==> src/design/sqt_pkg.sv <==
package sqt_pkg;

  localparam int MaxPoints = 16;
  localparam int PtW = $clog2(MaxPoints);
  localparam int EntW = PtW + 2;
  localparam int CntW = $clog2(MaxPoints + 1);
  localparam int TotW = 7;

  localparam logic [1:0] MODE_FQUAD = 2'd0;
  localparam logic [1:0] MODE_FTRIA = 2'd1;
  localparam logic [1:0] MODE_CQUAD = 2'd2;
  localparam logic [1:0] MODE_CTRIA = 2'd3;

  localparam logic signed [31:0] ONE_Q = 32'sh1000_0000;
  localparam logic signed [31:0] NEG_ONE_Q = -32'sh1000_0000;

  typedef struct packed {
    logic       load;
    logic [PtW-1:0] pt;
    logic [1:0] nd;
    logic signed [31:0] sv;
    logic signed [31:0] dx;
    logic signed [31:0] de;
    logic signed [31:0] w;
    logic [1:0] mode;
    logic [1:0] corner;
    logic signed [31:0] px;
    logic signed [31:0] py;
  } cmd_t;

  function automatic logic signed [31:0] sq_x(input logic [1:0] i);
    return (i == 2'd1 || i == 2'd2) ? ONE_Q : NEG_ONE_Q;
  endfunction

  function automatic logic signed [31:0] sq_y(input logic [1:0] i);
    return (i == 2'd2 || i == 2'd3) ? ONE_Q : NEG_ONE_Q;
  endfunction

  function automatic logic signed [31:0] tr_x(input logic [1:0] i);
    return (i == 2'd1) ? ONE_Q : 32'sd0;
  endfunction

  function automatic logic signed [31:0] tr_y(input logic [1:0] i);
    return (i == 2'd2) ? ONE_Q : 32'sd0;
  endfunction

  function automatic logic signed [63:0] rnd28(input logic signed [63:0] p);
    logic signed [63:0] q;
    q = p + 64'sd134217728;
    return q >>> 28;
  endfunction

  function automatic logic signed [31:0] sat32(input logic signed [63:0] v);
    if (v > 64'sd2147483647) return 32'sh7fff_ffff;
    if (v < -64'sd2147483648) return 32'sh8000_0000;
    return v[31:0];
  endfunction

endpackage

==> src/design/sqt_front.sv <==
module sqt_front
  import sqt_pkg::*;
(
  input  logic        clk,
  input  logic        rst_n,
  input  logic        in_valid,
  output logic        in_stall,
  input  logic        in_command,
  input  logic [3:0]  in_point_index,
  input  logic [1:0]  in_node_index,
  input  logic signed [31:0] in_shape_value,
  input  logic signed [31:0] in_shape_dxi,
  input  logic signed [31:0] in_shape_deta,
  input  logic signed [31:0] in_base_weight,
  input  logic [1:0]  in_mode,
  input  logic [1:0]  in_corner,
  input  logic signed [31:0] in_sing_xi,
  input  logic signed [31:0] in_sing_eta,
  output logic        q_valid,
  output cmd_t        q_data,
  input  logic        q_pop
);

  cmd_t       fifo_r [2];
  logic       wp_r, rp_r;
  logic [1:0] cnt_r;
  logic       push;
  cmd_t       c;

  assign in_stall = (cnt_r == 2'd2);
  assign push = in_valid && !in_stall;
  assign q_valid = (cnt_r != 2'd0);
  assign q_data = fifo_r[rp_r];

  always_comb begin
    c = '0;
    c.load = !in_command;
    c.pt = in_point_index[PtW-1:0];
    c.nd = in_node_index;
    c.sv = in_shape_value;
    c.dx = in_shape_dxi;
    c.de = in_shape_deta;
    c.w = in_base_weight;
    c.mode = in_mode;
    c.corner = in_corner;
    c.px = in_sing_xi;
    c.py = in_sing_eta;
    if (in_mode == MODE_CQUAD) begin
      c.px = sq_x(in_corner);
      c.py = sq_y(in_corner);
    end else if (in_mode == MODE_CTRIA) begin
      c.corner = (in_corner == 2'd3) ? 2'd0 : in_corner;
      c.px = tr_x(c.corner);
      c.py = tr_y(c.corner);
    end
  end

  always_ff @(posedge clk) begin
    if (push) fifo_r[wp_r] <= c;
  end

  always_ff @(posedge clk) begin
    if (!rst_n) begin
      wp_r <= 1'b0;
      rp_r <= 1'b0;
      cnt_r <= 2'd0;
    end else begin
      if (push) wp_r <= !wp_r;
      if (q_pop) rp_r <= !rp_r;
      cnt_r <= cnt_r + 2'(push) - 2'(q_pop);
    end
  end

`ifndef SYNTHESIS
  a_no_over: assert property (@(posedge clk) disable iff (!rst_n) cnt_r <= 2'd2)
    else $error("queue overflow");
  a_pop_ok: assert property (@(posedge clk) disable iff (!rst_n) q_pop |-> q_valid)
    else $error("pop from empty queue");
  a_full_stall: assert property (@(posedge clk) disable iff (!rst_n)
    (cnt_r == 2'd2 && !q_pop) |=> in_stall)
    else $error("full queue not stalled");
`endif

endmodule

==> config.mk <==
export PLATFORM = sky130hd
export DESIGN_NAME = sqt_front
export DESIGN_NICKNAME = d
export VERILOG_FILES = /design/src/design/sqt_pkg.sv /design/src/design/sqt_front.sv
export SDC_FILE = /design/constraint.sdc
export NUM_CORES = 1
export LEC_CHECK = 0
export ABC_AREA = 1
export BUFFER_PORTS_ARGS = -buffer_cell sky130_fd_sc_hd__buf_2
export CAP_MARGIN = 20
export CORE_UTILIZATION = 53
export CTS_BUF_LIST = sky130_fd_sc_hd__clkbuf_16
export DETAILED_ROUTE_END_ITERATION = 6
export GPL_TIMING_DRIVEN = 0
export PLACE_DENSITY = 0.8
export SYNTH_ARGS = -nofsm -noshare
export SYNTH_HDL_FRONTEND = slang
export SYNTH_SLANG_ARGS = --single-unit
==> constraint.sdc <==
create_clock -name clk -period 13.1 [get_ports clk]
set_input_delay 2.62 -clock clk [delete_from_list [all_inputs] [get_ports clk]]
set_output_delay 2.62 -clock clk [all_outputs]
set_load 0.01 [all_outputs]
## After elaboration in Yosys (flattened, before gate mapping)

Memory sizes are Yosys's and may differ from the RTL's. A register that Yosys moved wholly into a read port is not among the register bits.
Index checks and enable logic that the tools add are counted.

- Flip-flop bits (word level): 4
- Latch bits: 0
- RAM bits: 406
- Bits in read-only memories: 0
- Bits of input ports: 207
- Output and inout bits: 205
- Logic and storage cells: 34
- Memories kept: 1

Memories:

| memory | depth | bits a word | rd ports | clocked after Yosys merged registers in | wr ports | line | RTL |
|---|---|---|---|---|---|---|---|
| fifo_r | 2 | 203 | 1 | 1 | 1 | sqt_front.sv:24 | `cmd_t fifo_r [2];` |

- Add/subtract/negate cells: 2
- $mul: 0
- Div/mod/pow operators: 0
- Magnitude comparators: 0
- Eq/ne operators: 8
- Shifts and indexed selects: 0
- Mux-type cells: 12
- Bitwise logic cells: 0
- Reduce and logical (&&, ||, !) cells: 8

Operators with widths:

| cell | number |
|---|---|
| $mux 66 | 1 |
| $mux 32 | 2 |
| $mux 64 | 1 |
| $mux 29 | 2 |
| $eq 2x2->1 const B | 6 |
| $eq 2x1->1 const B | 2 |
| $logic_not 1->1 | 4 |
| $mux 1 | 4 |
| $mux 2 | 2 |
| $add 2x1->2 | 1 |
| $logic_or 1x1->1 | 2 |
| $reduce_bool 2->1 | 1 |
| $sub 2x1->2 | 1 |
| $logic_and 1x1->1 | 1 |

## Logic depth before layout (Yosys ltp)

Gate-level depths: netlist (run 1).

- Depth after elaboration: 6
- Depth in mapped cells: 11
- Depth with buffers taken out: 11

## Worst setup path before layout (run 1)

Ideal clock, no wire load.

- Path kind: input to register
- Start: input in_valid
- End: memory fifo_r[0][0] (netlist name), enable pin
- Setup time: 0.769 ns
- Arrival: 11.104 ns
- Data required time: 12.331 ns
- Path slack: 1.227 ns
- Stages: 2
- Cell sequence: nand2_1 > nor2_1

- Cells in the longest elaborated chain, start to end: 3

RTL lines:

| item | line | RTL |
|---|---|---|
| start: declaration | sqt_front.sv:6 | `input logic in_valid,` |
| $logic_and 1x1->1 | sqt_front.sv:31 | `assign push = in_valid && !in_stall;` |
| $mux 1 | sqt_front.sv:59 | `if (push) fifo_r[wp_r] <= c;` |
| $mux 1 (implied by the code) | sqt_front.sv:59 |  |
| end: declaration | sqt_front.sv:24 |  |

No other way between the ends.

==> flow_summary.yaml, run 1 <==
sta:
  worst_pin_slew_ns: 0.794
  setup_slack_ns: 8.62
  max_freq_mhz: 223
  slew_viol_final: 0
  finalSetupViolations: 0
  finalHoldViolCount: 0
  rsz0062_at_grt: "false"
  finClkSkew_ns: 0.0163
  maxSlewHeadroom_pct: 47.0
  fin_crit_sh_pct: 34.2
  timing.final.crit_period_ns: 4.48
  tns_ns: 0
routing:
  drc: 0
  viasPerCell: 5.11
  wirelength_um: 34000
  final_antenna_net_count: 0
  dr_total_vias: 8739
  drt-pass1-iter-count: 5
  drtIter0Drc: 582
  avgRoutedWirePerCell_um: 19.9
die:
  io_pins: 412
  fp.coreArea_mm2: 0.0299
  die_area_mm2: 0.0313
  start_util_pct: 54.3
  die_w_um: 177
  num_rows: 63
  die_height_um: 177
clock_network:
  clock_latency_ns: 0.53
  cts_buffers: 43
  cts.hold.buffers_added: 0
  ctsResizeCount: 0
  clk_pin_slew_ns: 0.06
  cts.sinks: 411
  cts_tree: "done"
  ctsRootBufferMaster: "clkbuf_16"
  post_cts_buffers: 0
  clockBufferDepth: 3
  htreeDepth: 2
critical_path:
  critPathArrivalTime_ns: 1.86
  cp_max_fo: 10
  critPathLaunchType: "flop"
  reg2reg_from: "cnt_r[0]"
  ff2ff_path_depth: 8
  end_kind: "output port"
  worstSetupPathType: "flop to output port"
  cp.required_ns: 10.48
place:
  portBuffers: 411
  dp_cells: 1632
  gp_congestion: 0.774
  placed_area_mm2: 0.0190
  place_hpwl_um: 23900
  dp_slack_ns: 8.35
finish:
  fin_nets: 1499
  fin_area_mm2: 0.0202
  drive_gt1_share_pct: 54.4
  stdcell_count: 1711
  syn2layout_area_growth_pct: 24.7
worst_hold_path:
  min_path_cells: 2
  hp-class: "flop to flop"
  min_from: "rp_r"
job:
  max-cap-violations: 0
global_routing:
  grt_antenna_before_repair: 3
  track_usage_pct: 21.3
  gr-total-overflow: 0
  grt_pass1_wl_um: 50000
  first_global_vias: 9248
  grt_max_degree: 104
power_and_ir_drop:
  power_mw: 3.14
  p_leak_nw: 8.32
  power_density_mw_per_mm2: 155
  ir_drop_v: 0.000114
synthesis:
  seq_area_frac_synth_pct: 75.7
  ys_ff_latch: 411
  avgSynthCellArea_um2: 19.7
  synth_cell_types: 17
  syn_nets: 1035
  synth_area_mm2: 0.0162
  netlist_instances: 823
  ys_warn_count: 0
run_status:
  status: "complete, no violations"
[cells by family (layout without fill, tap and decap cells)]
family	count (synthesis)	after routing	share of synthesized area, %
adders and majority gates	5	5	0.385
AOI/OAI and AO/OA	4	4	0.123
other	0	4	0
buffers and inverters	47	541	2.18
DFF	411	411	75.7
and+or+nand+nor	153	153	3.57
muxes	203	203	18.0
[power by group]
group	internal [mW]	switching (mW)
registers	1.58	0.0282
logic	0.215	0.236
clock network	0.608	0.470
[routing by layer]
metal / part of all wire (%) / track usage [%] / vias to the layer above
met5: 0 / 0 / -
met4: 2.6 / 7.18 / 0
met3: 8.8 / 5.95 / 60
met2: 53 / 38.5 / 343
met1: 35 / 23.9 / 4291
li1: - / - / 4045
[stage by stage]
| step | hold slack (ns) | utilization (%) |
|---|---|---|
| 2_1_floorplan | 0.463 | - |
| 3_3_place_gp | 0.477 | 62.9 |
| 3_5_place_dp | 0.499 | 63.5 |
| 4_1_cts | 0.514 | 67.7 |
| 5_1_grt | 0.552 | 67.7 |
| 6_report | 0.513 | 67.7 |
[flip-flops by register name, indices dropped and copies added (netlist names), named ones only]
register  count
fifo_r      406
wp_r          1
rp_r          1
cnt_r         2
[cells in the final DEF (no fill, tap or decap), types with 3 or more instances in the layout]
| master | instances |
|---|---|
| buf_6 | 19 |
| nand2_1 | 81 |
| inv_1 | 17 |
| mux2_2 | 33 |
| clkinv_2 | 8 |
| a21oi_1 | 4 |
| edfxtp_1 | 406 |
| clkinv_1 | 11 |
| buf_2 | 421 |
| dfxtp_1 | 5 |
| nor2_1 | 68 |
| clkbuf_16 | 44 |
| buf_4 | 3 |
| ha_1 | 5 |
| mux2_4 | 170 |
| buf_12 | 6 |
| diode_2 | 4 |
[final timing paths]
check                   endpoint  slack (ns)
setup / recovery     q_data[195]        8.62
hold / removal              rp_r        0.51
setup reg to reg  fifo_r[0][197]       10.58
hold reg to reg             rp_r        0.51
[layout make-up]
type                            count  area [um2]
Antenna cell                        4        10.0
Clock inverter                     31         158
Fill cell                        2003        9640
Inverter                           12        52.6
Timing Repair Buffer              419        2230
Multi-Input combinational cell    365        3590
Tap cell                          390         488
Buffer                             35         309
Sequential cell                   411       12300
Clock buffer                       44        1100
[cells in the mapped netlist, drive strengths merged]
| master | number | area (um2) |
|---|---|---|
| a21oi | 4 | 20.0 |
| buf | 33 | 302 |
| clkbuf | 2 | 7.51 |
| dfxtp | 5 | 100 |
| edfxtp | 406 | 12200 |
| ha | 5 | 62.6 |
| inv | 12 | 45.0 |
| mux2 | 203 | 2920 |
| nand2 | 81 | 304 |
| nand3 | 2 | 10.0 |
| nor2 | 70 | 265 |
[worst max-delay path, cell delays in order (launching register included)]
cell     delay, ns
dfxtp_1       0.32
buf_6         0.12
buf_6         0.18
buf_6         0.21
mux2_4        0.34
buf_2         0.14
Note: power is estimated with default switching activity, not from simulation.
==> inputs of run 2 (changes only) <==
Settings changed: ABC_AREA 1 to 0.
Clock period 13.1 ns to 4.5 ns, I/O delays scaled along.
==> run 2 against run 1 <==
Net effect: non-clock buffer count fell by 2; synthesized area decreased by 0.59%; critical endpoint is now q_data[140]; global-route usage is 1.2 points lower; final cell count shrank 4.5%; sequential power rose to 3.0 times the previous value; power increased to 3.0 times the previous value; count of clock-buffer cells in the layout down 3; largest power group unchanged.
==> flow_summary.yaml, run 2 <==
run_status:
  status: "complete, no violations"
synthesis:
  netlist_instances: 749
  synth_compound_area_share_pct: 0.310
  synth_top_family_by_area: "multiplexers"
  avgSynthCellArea_um2: 21.5
  synth_area_leaders: "edfxtp_1 (76%), mux2_4 (16%), mux2_2 (2.4%), nor2b_1 (2.2%), buf_6 (1.3%)"
  synth_common_cells: "edfxtp_1 (406), mux2_4 (170), nor2b_1 (56)"
  synth_area_mm2: 0.0161
  syn_nets: 961
  synth.area.mux_share_pct: 18.3
  yosys.area_share.simple_pct: 2.75
  synthXorXnorAreaFrac_pct: 0.109
  synth-async-reset-ratio_pct: 0
  synth_fa_ha_area_share_pct: 0.388
  synth_top_area_share_pct: 75.6
  seq_area_frac_synth_pct: 76.2
  ys_warn_count: 0
  synth-edff-count: 406
  ys_ff_latch: 411
  synth_flop_cell: "edfxtp_1"
  synth_cell_types: 27
  yosys.area.top_type: "edfxtp_1"
  yosysMostFrequentCell: "edfxtp_1"
global_routing:
  grt_pass1_wl_um: 46900
  gr-total-overflow: 0
  grt_use_met1_pct: 22.7
  grt_use_met2_pct: 35.7
  use_met3_pct: 6.07
  grt_max_degree: 66
  track_usage_pct: 20.1
  grt.busiest_layer: "met2"
  grt_antenna_before_repair: 9
  first_global_vias: 8522
routing:
  dr_total_vias: 8202
  wirelength_um: 31900
  drtIter0Drc: 428
  drt-pass1-iter-count: 4
  final_antenna_net_count: 0
  viasPerCell: 5.02
  drc: 0
  avgRoutedWirePerCell_um: 19.5
sta:
  finalSetupViolations: 0
  maxSlewHeadroom_pct: 51.8
  hold_slack_ns: 0.541
  slew_viol_final: 0
  tns_ns: 0
  timing.final.crit_period_ns: 2.73
  finalHoldViolCount: 0
  setup_slack_ns: 1.77
  finClkSkew_ns: 0.00603
  fin_crit_sh_pct: 60.6
  rsz0062_at_grt: "false"
  max_freq_mhz: 367
  worst_pin_slew_ns: 0.722
die:
  die_area_mm2: 0.0311
  die_height_um: 176
  die_w_um: 176
  io_pins: 412
  num_rows: 63
  fp.coreArea_mm2: 0.0298
  start_util_pct: 54.2
clock_network:
  clock_latency_ns: 0.51
  post_cts_buffers: 0
  cts_tree: "done"
  cts_buffers: 41
  cts.hold.buffers_added: 0
  cts.sinks: 411
  ctsRootBufferMaster: "clkbuf_16"
  clk_pin_slew_ns: 0.06
  clockBufferDepth: 3
  htreeDepth: 2
  ctsResizeCount: 0
place:
  dp_cells: 1561
  place_hpwl_um: 22800
  placed_area_mm2: 0.0190
  gp_congestion: 0.730
  dp_slack_ns: 1.61
  portBuffers: 411
finish:
  fin_util_pct: 67.7
  fillers: 1962
  fin_nets: 1426
  top_regs: "fifo_r x406, cnt_r x2"
  drive_gt1_share_pct: 56.8
  final_cell_mix: "buf_2 (416), edfxtp_1 (406), mux2_4 (170)"
  fin_area_mm2: 0.0202
  top_register: "fifo_r"
  largest_reg_flops: 406
  multiInputGateArea_mm2: 0.00353
  syn2layout_area_growth_pct: 24.9
  stdcell_count: 1634
  ff_latch_area_mm2: 0.0123
  mostFrequentLayoutCell: "buf_2"
critical_path:
  critPathSlowestCell: "mux2_4"
  crit_top_cell: "buf_6"
  cp_num_buf_inv: 4
  critPathArrivalTime_ns: 1.83
  worstSetupPathType: "flop to output port"
  reg2reg_from: "cnt_r[0]"
  cpPeakStageDelay_ns: 0.33
  cp.required_ns: 3.60
  end_kind: "output port"
  cp_max_fo: 10
  critPathLaunchType: "flop"
  critPathTopFamily: "buffers and inverters"
  crit_path_cell_trace: "buf_6, buf_6, buf_6, mux2_4, buf_2"
power_and_ir_drop:
  power_mw: 9.42
  ir_drop_v: 0.000338
  p_leak_nw: 8.07
  power_density_mw_per_mm2: 467
job:
  max-cap-violations: 0
worst_hold_path:
  min_from: "cnt_r[1]"
  hp-class: "flop to flop"
[run 2: where the power goes]
part	internal, mW	switching (mW)	leakage (nW)	total [mW]
clock	1.75	1.30	0.613	3.06
sequential	4.68	0.0955	3.85	4.78
combinational	0.787	0.799	3.61	1.59
total	7.22	2.20	8.07	9.42
[run 2: worst paths after layout]
path                    to  slack, ns  depth (start not counted)
max            q_data[140]       1.77                          5
min               cnt_r[1]       0.54                          2
max reg2reg  fifo_r[0][43]       2.06                          7
min reg2reg       cnt_r[1]       0.54                          2
[run 2: logic make-up after synthesis]
| kind of cell | count (synthesis) |
|---|---|
| flip-flops | 411 |
| multiplexers | 205 |
| AND/OR/NAND/NOR | 74 |
| buffers and inverters | 43 |
| AO/OA/AOI/OAI | 9 |
| adder cells (fa/ha/maj) | 5 |
| XOR/XNOR | 2 |
[run 2: final cells by class]
| class | count | area share, % |
|---|---|---|
| clock inverter | 27 | 0.801 |
| clock buffer | 41 | 5.09 |
| sequential | 411 | 61.0 |
| multi-input combinational | 295 | 17.5 |
| antenna | 5 | 0.0621 |
| tap | 390 | 2.42 |
| inverter | 13 | 0.242 |
| timing repair buffer | 422 | 11.5 |
| buffer | 30 | 1.37 |
[run 2: worst min-delay path, stage by stage, from the launching register on]
cell and delay, ns:
dfxtp_1 0.33, nor2_1 0.11, nor3_1 0.05
[run 2: per-layer routing]
layer / vias up / share of wire [%]
li1: 3835 / -
met1: 3966 / 36
met2: 332 / 53
met3: 63 / 8.0
met4: 6 / 2.6
met5: - / 0.091
